[src/sv/gbn_ram.sv]
// Generic single-write, single-read RAM with registered read data.
// No dependencies.
module gbn_ram #(
    parameter int WIDTH = 8,
    parameter int DEPTH = 16
) (
    input  logic                     aclk,
    input  logic                     wr_en,
    input  logic [$clog2(DEPTH)-1:0] wr_addr,
    input  logic [WIDTH-1:0]         wr_data,
    input  logic                     rd_en,
    input  logic [$clog2(DEPTH)-1:0] rd_addr,
    output logic [WIDTH-1:0]         rd_data
);

    logic [WIDTH-1:0] mem [DEPTH];

    always_ff @(posedge aclk) begin
        if (wr_en) begin
            mem[wr_addr] <= wr_data;
        end
        if (rd_en) begin
            rd_data <= mem[rd_addr];
        end
    end

endmodule

[config.mk]
export PLATFORM = sky130hd
export DESIGN_NAME = gbn_ram
export DESIGN_NICKNAME = d
export VERILOG_FILES = /design/src/sv/gbn_ram.sv
export SDC_FILE = /design/constraint.sdc
export NUM_CORES = 1
export LEC_CHECK = 0
export BUFFER_PORTS_ARGS = -buffer_cell sky130_fd_sc_hd__buf_2
export CORE_ASPECT_RATIO = 1.4
export CORE_UTILIZATION = 52
export CTS_CLUSTER_SIZE = 30
export DETAILED_ROUTE_END_ITERATION = 16
export GPL_TIMING_DRIVEN = 0
export HOLD_SLACK_MARGIN = 0.1
export PLACE_DENSITY_LB_ADDON = 0.1
export SLEW_MARGIN = 5
export SYNTH_ARGS = -nofsm -noshare
export SYNTH_HDL_FRONTEND = slang
export SYNTH_SLANG_ARGS = --single-unit
[constraint.sdc]
create_clock -name aclk -period 4.95 [get_ports aclk]
set_input_delay 0.495 -clock aclk [delete_from_list [all_inputs] [get_ports aclk]]
set_output_delay 0.495 -clock aclk [all_outputs]
set_load 0.03 [all_outputs]
==> out/qor.yml <==
cp-start-kind: "input port"
vias: 2346
fmax_mhz: 494.7
netlist-cell-type-count: 18
cts_root_buffer: "clkbuf_16"
worstPathCellList: "buf_2 -> or3b_2 -> nor3_1"
grt_pass1_vias: 2377
critPathCaptureType: "register"
finalPower_uw: 2706
via_per_inst: 5.612
clock_skew_ps: 7.792
setup_viol: 0
syn_nets: 248
cp.arrival_ps: 2040
cp.buffers_inverters: 1
relSlewSlack_pct: 16.40
critPathMaxStageDelay_ps: 920
die_w_um: 86.74
drtPass1Iterations: 4
yosys.area.top_type: "edfxtp_1"
fin_cells: 418
critPathKind: "input port to register"
post_cts_buffers: 0
seqCellArea_mm2: 0.004084
worst_hold_slack_ps: 438.0
maxCapViolCount: 0
drive_gt1_share_pct: 29.72
core.rowCount: 42
netlist_area_mm2: 0.005228
cp_slowest_cell: "nor3_1"
ant_nets: 0
swShare_pct: 19.39
drc: 0
tightest_slew_ps: 1244
grt_overflow: 0
layout_setup_ws_ps: 2929
run_status: "finished clean"
ys_ff_latch: 136
ctsResizeCount: 0
clockPowerShare_pct: 47.0
ctsHoldBuffers: 0
insertion_delay_ps: 410
placed_cells: 386
drt_wl_total_mm: 9.460
die_area_mm2: 0.01046
layout.nets: 292
cts_buffers: 17
grt_max_degree: 17
yosys_warnings: 0
grt_first_pass_wirelength_mm: 14.02
worst-path-max-fanout: 8
fillers: 669
cts_sinks: 136
leakagePower_uw: 0.002048
required_ps: 4970
rsz0062_at_grt: "false"
place_hpwl_mm: 6.165
hold_violations: 0
setup_tns_ps: 0
place.gp.congestion: 0.7531
netlist.area_leader.share_pct: 78.12
initial_core_util_pct: 54.36
vdd_drop_max_uv: 307.6
seq_area_frac_synth_pct: 78.12
fin_crit_ps: 2021
cellPowerDensity_mw_per_mm2: 441.3
wl_per_cell_um: 22.63
power.switching_uw: 524.7
antenna_found_initial: 0
n_antenna_cell: 0
grt_usage_pct: 20.25
core_area_mm2: 0.009617
synth_top_cells_by_area: "edfxtp_1, mux4_2, mux4_1, a22oi_1, nor2_1"
critPathTopFamily: "simple AND/OR/NAND/NOR gates"
cts_max_level: 4
post-place-ws_ps: 2456
fin_crit_sh_pct: 40.84
multi_input_area_mm2: 0.001062
synthCells: 229
fp.dieH_um: 120.6
comb_power_share_pct: 4.8
port-buffer-count: 25
hp-class: "input port to register"
cts_tree: "done"
path_clk_slew_ps: 50
clk_path_buf_depth: 2
drtIter0Drc: 190
p_int_uw: 2182
io_pins: 27
area_delta_synth_final_pct: 17.30
synth_area_per_cell_um2: 22.83
drv_slew: 0
p_seq_share_pct: 48.2
worst reg2reg max path, cell delays in order, from the launching register on:
cell	delay, ps
edfxtp_1	370
mux4_1	530
a22oi_1	290
nand2_1	90
Yosys cell counts, drive strengths merged:
library cell / number
a22oi: 16
and2: 1
and2b: 1
buf: 7
clkdlybuf4s25: 3
edfxtp: 136
mux4: 32
nand2: 9
nand2b: 2
nand3: 1
nand3b: 2
nor2: 13
nor2b: 1
nor3: 4
or3b: 1
power groups by stage:
stage | Sequential (uW) | Combinational, uW | Clock [uW]
global placement | 1330 | 131 | 0
floorplan | 1340 | 65.5 | 0
detailed placement | 1330 | 133 | 0
finish | 1300 | 130 | 1270
CTS | 1300 | 133 | 1290
global route | 1310 | 139 | 1340
logic make-up after synthesis:
group                  Yosys count  share of synthesized area, %
flip-flops                     136                         78.12
AO/OA/AOI/OAI                   16                         2.298
multiplexers                    32                         14.79
buffers and inverters           10                         1.651
AND/OR/NAND/NOR                 35                         3.136
final cells by class:
class                           instances  area share, %
Sequential cell                       136          66.60
Tap cell                              132          2.693
Clock buffer                           17          6.937
Buffer                                 10          1.408
Multi-Input combinational cell         83          17.32
Clock inverter                         15          2.999
Timing Repair Buffer                   25          2.040
metrics by stage:
stage               utilization (%)  instance area, um^2
floorplan                         -                 5228
global placement              57.38                 5518
detailed placement            57.38                 5518
CTS                           63.71                 6127
global route                  63.77                 6132
finish                        63.77                 6132
cells in the final DEF (no fill, tap or decap):
cell	n
a22oi_1	16
nor2_1	13
clkinv_2	5
nand2b_1	2
clkinvlp_4	3
nor3_2	1
nand3b_1	2
clkinv_1	2
nor2b_1	1
or3b_2	1
buf_4	1
bufinv_16	4
and2b_1	1
buf_2	28
buf_6	3
clkdlybuf4s25_2	3
clkinv_4	1
nand2_1	9
and2_1	1
mux4_2	18
edfxtp_1	136
mux4_1	14
clkbuf_16	17
nand3_1	1
nor3_1	3
sequential cells by signal, summed over array words and instances (netlist names):
signal and count:
rd_data 8, mem 128
worst paths after layout:
kind	from	end	slack, ps	depth (start not counted)
max	wr_addr[2]	mem[0][3]$_DFFE_PP_	2930	3
min	rd_en	rd_data[5]$_DFFE_PP_	440	1
max reg2reg	mem[1][0]$_DFFE_PP_	rd_data[0]$_DFFE_PP_	3410	3
min reg2reg	mem[11][4]$_DFFE_PP_	rd_data[4]$_DFFE_PP_	770	3
layer usage:
metal  global-route usage, %  routed length, um
met4                   8.854                124
met3                   4.846                534
met2                   31.65               4888
met1                   27.31               3913
met5                       0                  0
(Power assumes the default switching activity.)
