File: src/sv/gbn_pkg.sv
// Package for the Go-Back-N sender: shared constants, request codes and
// the request type of the shared adder. No dependencies.
package gbn_pkg;

    localparam int BUFFER_SIZE_DEF   = 1024;
    localparam int PAYLOAD_BYTES_DEF = 20;
    localparam int MAX_WINDOW        = 64;

    localparam int SUM_W    = 13;   // checksum width
    localparam int SEQ_W    = 10;   // sequence number port width
    localparam int PAY_W    = 160;  // payload port width (20 bytes)
    localparam int ACK_W    = 11;
    localparam int WIN_W    = 7;
    localparam int TMO_W    = 16;
    localparam int CFG_W    = 16;
    localparam int IN_W     = 176;  // input tdata, padded to bytes
    localparam int OUT_W    = 184;  // output tdata, padded to bytes

    localparam logic [WIN_W-1:0] WINDOW_RESET  = 7'd8;
    localparam logic [TMO_W-1:0] TIMEOUT_RESET = 16'd20;

    // request codes carried in tuser
    localparam logic [1:0] REQ_MSG  = 2'd0;
    localparam logic [1:0] REQ_ACK  = 2'd1;
    localparam logic [1:0] REQ_TICK = 2'd2;

    // configuration register indexes
    localparam logic REG_WINDOW  = 1'b0;
    localparam logic REG_TIMEOUT = 1'b1;

    typedef struct packed {
        logic [SUM_W-1:0] a;
        logic [SUM_W-1:0] b;
    } gbn_alu_req_t;

endpackage

File: src/sv/gbn_alu.sv
// Shared checksum adder: byte accumulation while a message is stored,
// sequence number plus byte sum when a packet goes out. Uses gbn_pkg.
module gbn_alu import gbn_pkg::*; (
    input  gbn_alu_req_t     req,
    output logic [SUM_W-1:0] sum
);

    assign sum = req.a + req.b;

endmodule

File: config.mk
export PLATFORM = sky130hd
export DESIGN_NAME = gbn_alu
export DESIGN_NICKNAME = d
export VERILOG_FILES = /design/src/sv/gbn_pkg.sv /design/src/sv/gbn_alu.sv
export SDC_FILE = /design/constraint.sdc
export NUM_CORES = 1
export LEC_CHECK = 0
export BUFFER_PORTS_ARGS = -buffer_cell sky130_fd_sc_hd__buf_2
export CORE_AREA = 8 8 45 47
export DETAILED_ROUTE_END_ITERATION = 8
export DIE_AREA = 0 0 53 55
export GPL_TIMING_DRIVEN = 0
export PLACE_DENSITY = 0.81
export SLEW_MARGIN = 25
export SYNTH_ARGS = -nofsm -noshare
export SYNTH_HDL_FRONTEND = slang
export SYNTH_SLANG_ARGS = --single-unit
File: constraint.sdc
create_clock -name vclk -period 3.5
set_clock_uncertainty 0.15 [all_clocks]
set_input_delay 0.35 -clock vclk [all_inputs]
set_output_delay 0.35 -clock vclk [all_outputs]
set_load 0.05 [all_outputs]
==> results of run 1 <==
[metrics by stage]
step	total power [mW]	hold slack, ns	util, %
finish	0.265	0.988	55.9
global route	0.283	1.00	55.9
CTS	0.267	0.994	55.9
detailed placement	0.266	0.993	55.9
global placement	0.262	0.980	55.9
floorplan	0.208	0.923	-
[power groups by stage]
stage / logic [mW] / registers, mW / clock network (mW)
after floorplan: 0.208 / 0 / 0
after global placement: 0.262 / 0 / 0
after detailed placement: 0.266 / 0 / 0
after CTS: 0.267 / 0 / 0
after global routing: 0.283 / 0 / 0
final: 0.265 / 0 / 0
[per-layer routing]
metal / GRT usage, % / part of all wire [%] / vias up
met4: 0 / 0 / 0
met1: 11.8 / 42 / 303
li1: - / - / 357
met2: 18.8 / 53 / 14
met3: 1.34 / 4.8 / 0
met5: 0 / 0 / -
[final timing paths]
check,startpoint,endpoint,slack (ns),depth (start not counted)
worst max-delay path,req[0],sum[12],0.66,9
worst min-delay path,req[13],sum[0],0.99,3
[cell type report]
class	count	area, um2	area share (%)
Inverter	1	3.75	0.485
Multi-Input combinational cell	70	554	71.7
Tap cell	16	20.0	2.59
Timing Repair Buffer	39	195	25.2
[logic make-up (layout without fill, tap and decap cells)]
group,Yosys count,in the layout
AOI/OAI and AO/OA,27,27
xor gates and xnor gates,11,11
adders and majority gates,13,13
buffers and inverters,1,40
and+or+nand+nor,19,19
[cell usage in the layout, fill, tap and decap left out, drive strengths merged]
cell     synthesis  final
a2111oi          1      1
a211oi           1      1
a21o             4      4
a21oi           12     12
a311oi           2      2
a31o             1      1
a31oi            1      1
a41oi            1      1
and3             2      2
and4             1      1
buf              0     39
fa               1      1
ha              12     12
inv              1      1
nand2            7      7
nand3            2      2
nand4            2      2
nor2             3      3
o211ai           1      1
o21ai            2      2
o2bb2ai          1      1
or3              2      2
xnor2            7      7
xor2             4      4
[worst max-delay path: stages]
cell,delay [ns]
buf_2,0.10
ha_1,0.22
fa_1,0.41
a21o_1,0.23
a311oi_1,0.27
or3_4,0.19
a41oi_2,0.11
xnor2_1,0.17
buf_2,0.28
==> reports/results.ini, run 1 <==
[synthesis]
syn-cell-area_um2 = 558
synth_area_leader_cell = ha_1
synth_common_cells = 12 x a21oi_1, 12 x ha_1, 7 x nand2_1, 7 x xnor2_1, 4 x xor2_1
ys_warn_count = 0
netlist_instances = 71
synth.avg_cell_area_um2 = 7.86
synth-adder-area-share_pct = 30.5
yosysUniqueCellTypes = 25
synth-xor-area-share_pct = 17.3
seq_area_frac_synth_pct = 0
synthMuxAreaShare_pct = 0
yosys.area_share.simple_pct = 17.7
synth_nets = 110
synth_top_family_by_area = compound AO/OA/AOI/OAI gates
synth_compound_area_share_pct = 33.9
yosys.area.top_type_share_pct = 26.9
ys_top_cells_by_area = ha_1 27%, xnor2_1 11%, a21oi_1 11%

[setup_path]
cp.arrival_ns = 2.34
critPathMaxFanout = 3
startpoint_type = input port
critPathRequiredTime_ns = 3.00
cp-end-kind = primary output
path_class = input port to primary output

[worst_hold_path]
worst_hold_path_type = input port to primary output

[placement]
dp_cells = 126
dp_slack_ns = 0.663
io_buffers = 39
gp_congestion = 0.787
postPlaceCellArea_um2 = 773

[routing]
ant_nets = 0
dr.pass1.iters = 4
wl_per_cell_um = 12.7
vias = 674
totalWireLength_um = 1600
initialDrtViolationCount = 11
viasPerCell = 5.35
drcViolationCount = 0

[final_layout]
layout.nets = 151
fin_area_um2 = 773
instances_no_fill = 126
drive_above_1_share_pct = 40.0
clockBufferCount = 0
area_growth_syn_to_layout_pct = 38.6
regArea_um2 = 0
seq_cells = 0
diodes = 0
fillers = 130

[clock_network]
ctsResizeCount = 0
ctsHoldBuffers = 0
post_cts_buffers = 0

[global_route]
grt_pass1_wl_um = 2390
grt_max_degree = 8
grt_pass1_vias = 600
gr-usage-all-layers_pct = 9.76
antenna_found_initial = 0
grt-ovfl-total = 0

[sta]
setup_viol = 0
worstMarginPinSlew_ns = 0.354
post-route-period-util_pct = 81.1
fin_crit_ns = 2.84
rsz0062_at_grt = no
timing.setup.tns_ns = 0
hold_viol_final = 0
fin_ws_ns = 0.661
max_freq_mhz = 352
slew_violations = 0
relSlewSlack_pct = 75.8

[power_and_ir_drop]
clkPwrFrac_pct = 0
vdd_ir_drop_max_v = 0.000162
p_sw_share_pct = 70.0
combPwrFrac_pct = 100.0
seq_power_share_pct = 0
p_per_area_nw_per_um2 = 343
p_leak_nw = 0.410
power_switching_uw = 186
p_int_uw = 79.5

[floorplan]
io_pins = 39
initial_core_util_pct = 40.3
placementRows = 14
die_h_um = 55
core_um2 = 1380
die_w_um = 53
die-area_um2 = 2920

[run]
drv_cap = 0

[status]
status = completed

Power figures use the tool's default switching activity.
==> inputs of run 2 (changes only) <==
==> constraint.sdc (replaced) <==
create_clock -name vclk -period 2.8
set_clock_uncertainty 0.15 [all_clocks]
set_input_delay 0.28 -clock vclk [all_inputs]
set_output_delay 0.28 -clock vclk [all_outputs]
set_load 0.05 [all_outputs]
==> reports/results.ini, run 2 (same netlist as run 1, synthesis figures left out) <==
[final_layout]
area_growth_syn_to_layout_pct = 41.7
seq_cells = 0  ; unchanged
drive_above_1_share_pct = 41.8  ; +1.8 points
multi_input_area_um2 = 569  ; +2.7%
fin_area_um2 = 791  ; +2.3%
final_common_cell = buf_2
fillers = 140  ; +7.7%
layout.nets = 151  ; unchanged
clockBufferCount = 0  ; unchanged
final_core_util_pct = 57.1  ; +1.3 points
instances_no_fill = 126  ; unchanged
mostFrequentLayoutCells = 38 x buf_2, 12 x a21oi_1, 12 x ha_1
regArea_um2 = 0  ; unchanged
diodes = 0  ; unchanged

[sta]
hold_viol_final = 0  ; unchanged
slew_violations = 0  ; unchanged
post-route-period-util_pct = 96.3
fin_ws_ns = 0.104  ; -0.557 ns
setup_viol = 0  ; unchanged
holdWs_ns = 0.852  ; -0.136 ns
timing.setup.tns_ns = 0  ; unchanged
relSlewSlack_pct = 71.9  ; -3.9 points
fin_crit_ns = 2.70
max_freq_mhz = 371
rsz0062_at_grt = no
worstMarginPinSlew_ns = 0.420  ; +0.0664 ns

[power_and_ir_drop]
power_switching_uw = 235  ; +26%
clkPwrFrac_pct = 0  ; unchanged
finalPower_uw = 340  ; +28%
p_int_uw = 105  ; +32%
p_sw_share_pct = 69.1  ; -0.91 points
p_leak_nw = 0.417  ; +1.7%
p_per_area_nw_per_um2 = 429  ; +25%
vdd_ir_drop_max_v = 0.000192  ; +19%
combPwrFrac_pct = 100.0  ; about the same
seq_power_share_pct = 0  ; unchanged

[placement]
place_hpwl_um = 1410
dp_slack_ns = 0.0803  ; -0.583 ns
io_buffers = 39  ; unchanged
postPlaceCellArea_um2 = 787  ; +1.8%
gp_congestion = 0.772  ; -1.9%
dp_cells = 126  ; unchanged

[global_route]
grt_max_degree = 8  ; unchanged
gr-usage-all-layers_pct = 9.44  ; -0.32 points
grt-ovfl-total = 0  ; unchanged
antenna_found_initial = 0  ; unchanged
busiest_layer = met2
grt_pass1_vias = 552  ; -8.0%
grt_use_met3_pct = 1.34  ; unchanged
use_met1_pct = 13.2  ; +1.4 points
grt_pass1_wl_um = 2330  ; -2.9%
gr-usage-met2_pct = 15.8  ; -2.9 points

[setup_path]
cp.arrival_ns = 2.27  ; -0.07 ns
cp-end-kind = primary output
critPathMaxFanout = 3  ; unchanged
startpoint_type = input port
path_class = input port to primary output
critPathRequiredTime_ns = 2.37  ; -0.63 ns

[routing]
wl_per_cell_um = 12.3  ; -2.5%
initialDrtViolationCount = 13  ; +2
viasPerCell = 5.40  ; +0.89%
drcViolationCount = 0  ; unchanged
totalWireLength_um = 1560  ; -2.5%
vias = 680  ; +0.89%
dr.pass1.iters = 4  ; unchanged
ant_nets = 0  ; unchanged

[worst_hold_path]
hold_end = sum[0]
worst_hold_path_type = input port to primary output
min_path_cells = 3  ; unchanged
min_from = req[13]

[status]
status = completed

[run]
drv_cap = 0  ; unchanged

[floorplan]
placementRows = 14  ; unchanged
io_pins = 39  ; unchanged
initial_core_util_pct = 40.3  ; unchanged
die_w_um = 53  ; unchanged
die-area_um2 = 2920  ; unchanged
core_um2 = 1380  ; unchanged
die_h_um = 55  ; unchanged

[clock_network]
post_cts_buffers = 0  ; unchanged
ctsResizeCount = 0  ; unchanged
ctsHoldBuffers = 0  ; unchanged

## run 2: worst max-delay path: stages
cell      delay (ns)
buf_2           0.10
ha_1            0.21
fa_1            0.41
a21o_1          0.22
a311oi_1        0.30
or3_4           0.20
a41oi_2         0.14
xnor2_2         0.17
clkbuf_4        0.24
## run 2: worst max-delay path by stage
stage | start | endpoint
floorplan | req[0] | sum[10]
global placement | req[4] | sum[11]
detailed placement | req[0] | sum[12]
CTS | req[4] | sum[11]
global route | req[0] | sum[12]
finish | req[0] | sum[12]
## run 2: final cells by class
type / instances / share of cell area (%)
inverters: 1 / 0.475
well taps: 16 / 2.53
multi-input cells: 70 / 72.0
repair buffers: 39 / 25.0
## run 2: routing by layer
layer | share of wire [%] | wire [um]
met4 | 0 | 0
met3 | 6.4 | 100
met2 | 52 | 811
met5 | 0 | 0
met1 | 41 | 644
## run 2: power groups by stage
stage / Sequential, mW / Combinational, mW / Clock, mW
floorplan: 0 / 0.266 / 0
global placement: 0 / 0.333 / 0
detailed placement: 0 / 0.338 / 0
CTS: 0 / 0.339 / 0
global route: 0 / 0.363 / 0
finish: 0 / 0.340 / 0
==> inputs of run 3 (changes only) <==
--- a/config.mk
+++ b/config.mk
@@ -10,7 +10,7 @@
 export DETAILED_ROUTE_END_ITERATION = 8
 export DIE_AREA = 0 0 53 55
 export GPL_TIMING_DRIVEN = 0
-export PLACE_DENSITY = 0.81
+export PLACE_DENSITY_LB_ADDON = 0.1
 export SLEW_MARGIN = 25
 export SYNTH_ARGS = -nofsm -noshare
 export SYNTH_HDL_FRONTEND = slang
==> reports/results.ini, run 3 (same netlist as run 1, synthesis figures left out) <==
[floorplan]
placementRows = 14  ; unchanged
initial_core_util_pct = 40.3  ; unchanged
io_pins = 39  ; unchanged
die_h_um = 55  ; unchanged
die-area_um2 = 2920  ; unchanged
core_um2 = 1380  ; unchanged
die_w_um = 53  ; unchanged

[setup_path]
critPathCapture = sum[12]
path_class = input port to primary output
cp.arrival_ns = 2.21  ; -0.06 ns
critPathRequiredTime_ns = 2.37  ; about the same
startpoint_type = input port
startpoint = req[0]
critPathMaxFanout = 3  ; unchanged
cp-end-kind = primary output

[routing]
wl_per_cell_um = 11.8  ; -4.6%
initialDrtViolationCount = 12  ; -1
viasPerCell = 5.30  ; -1.8%
totalWireLength_um = 1490  ; -4.6%
dr.pass1.iters = 4  ; unchanged
vias = 668  ; -1.8%
ant_nets = 0  ; unchanged
drcViolationCount = 0  ; unchanged

[placement]
gp_congestion = 0.812  ; +5.1%
dp_cells = 126  ; unchanged
place_hpwl_um = 1350  ; -4.0%
dp_slack_ns = 0.0911  ; +0.0108 ns
io_buffers = 39  ; unchanged

[final_layout]
seq_cells = 0  ; unchanged
mostFrequentLayoutCells = 38 x buf_2, 12 x a21oi_1, 12 x ha_1
area_growth_syn_to_layout_pct = 41.7  ; unchanged
regArea_um2 = 0  ; unchanged
diodes = 0  ; unchanged
final_common_cell = buf_2
drive_above_1_share_pct = 41.8  ; unchanged
instances_no_fill = 126  ; unchanged
clockBufferCount = 0  ; unchanged
final_core_util_pct = 57.1  ; unchanged
layout.nets = 151  ; unchanged

[sta]
fin_crit_ns = 2.64  ; -0.0575 ns
hold_viol_final = 0  ; unchanged
rsz0062_at_grt = no
max_freq_mhz = 379  ; +2.2%
setup_viol = 0  ; unchanged
post-route-period-util_pct = 94.2  ; -2.1 points
timing.setup.tns_ns = 0  ; unchanged
worstMarginPinSlew_ns = 0.407  ; -0.0130 ns
relSlewSlack_pct = 72.8  ; +0.87 points
fin_ws_ns = 0.161  ; +0.0575 ns
slew_violations = 0  ; unchanged

[global_route]
grt-ovfl-total = 0  ; unchanged
gr-usage-all-layers_pct = 9.12  ; -0.32 points
grt_pass1_vias = 571  ; +3.4%
grt_max_degree = 8  ; unchanged
antenna_found_initial = 0  ; unchanged
grt_pass1_wl_um = 2250  ; -3.3%

[power_and_ir_drop]
p_leak_nw = 0.417  ; about the same
vdd_ir_drop_max_v = 0.000188  ; -2.0%
p_per_area_nw_per_um2 = 427  ; -0.53%

[status]
status = completed

[clock_network]
post_cts_buffers = 0  ; unchanged

[worst_hold_path]
worst_hold_path_type = input port to primary output
min_from = req[13]

[run]
drv_cap = 0  ; unchanged

## run 3: cell types whose count changed in the layout (fill, tap and decap cells not counted)
cell	change
clkbuf_4	-1
o21ai_1	-1
buf_4	+1
o21ai_0	+1
## run 3: power breakdown
| group | internal, mW | switching (mW) |
|---|---|---|
| clock | 0 | 0 |
| sequential | 0 | 0 |
| combinational | 0.105 | 0.233 |
## run 3: per-layer routing
layer | wire (um) | share of wire [%] | up-vias | global-route usage, %
met4 | 0 | 0 | 0 | 0
met2 | 659 | 44 | 22 | 15.0
li1 | - | - | 356 | -
met3 | 153 | 10 | 0 | 1.60
met1 | 672 | 45 | 290 | 12.7
met5 | 0 | 0 | - | 0
## run 3: what timing repair did
action,4_1_cts,5_1_grt
resized for setup,0,3
hold endpoints to repair,0,0
endpoints found under the setup margin,0,2
hold buffers,0,0
## run 3: worst max-delay path, cell delays in order
cell and delay, ns:
buf_2 0.10, ha_1 0.21, fa_1 0.40, a21o_1 0.23, a311oi_1 0.27, or3_4 0.19
a41oi_2 0.14, xnor2_2 0.17, buf_4 0.21
## run 3: worst min-delay path by stage
| stage | end | slack (ns) | cells past startpoint |
|---|---|---|---|
| after floorplan | sum[12] | 0.75 | 2 |
| after global placement | sum[0] | 0.84 | 3 |
| after detailed placement | sum[0] | 0.84 | 3 |
| after CTS | sum[0] | 0.85 | 3 |
| after global routing | sum[0] | 0.87 | 3 |
| final | sum[0] | 0.85 | 3 |
## run 3: cell type report
type | instances | area [um2]
fill | 136 | 593
multi-input combinational | 70 | 569
timing repair buffer | 39 | 198
tap | 16 | 20.0
inverter | 1 | 3.75
## run 3: through the flow
step	instance area, um2	total power [mW]	hold WS, ns
floorplan	572	0.266	0.754
global placement	787	0.334	0.841
detailed placement	787	0.337	0.842
CTS	787	0.338	0.850
global route	791	0.362	0.869
finish	791	0.338	0.851
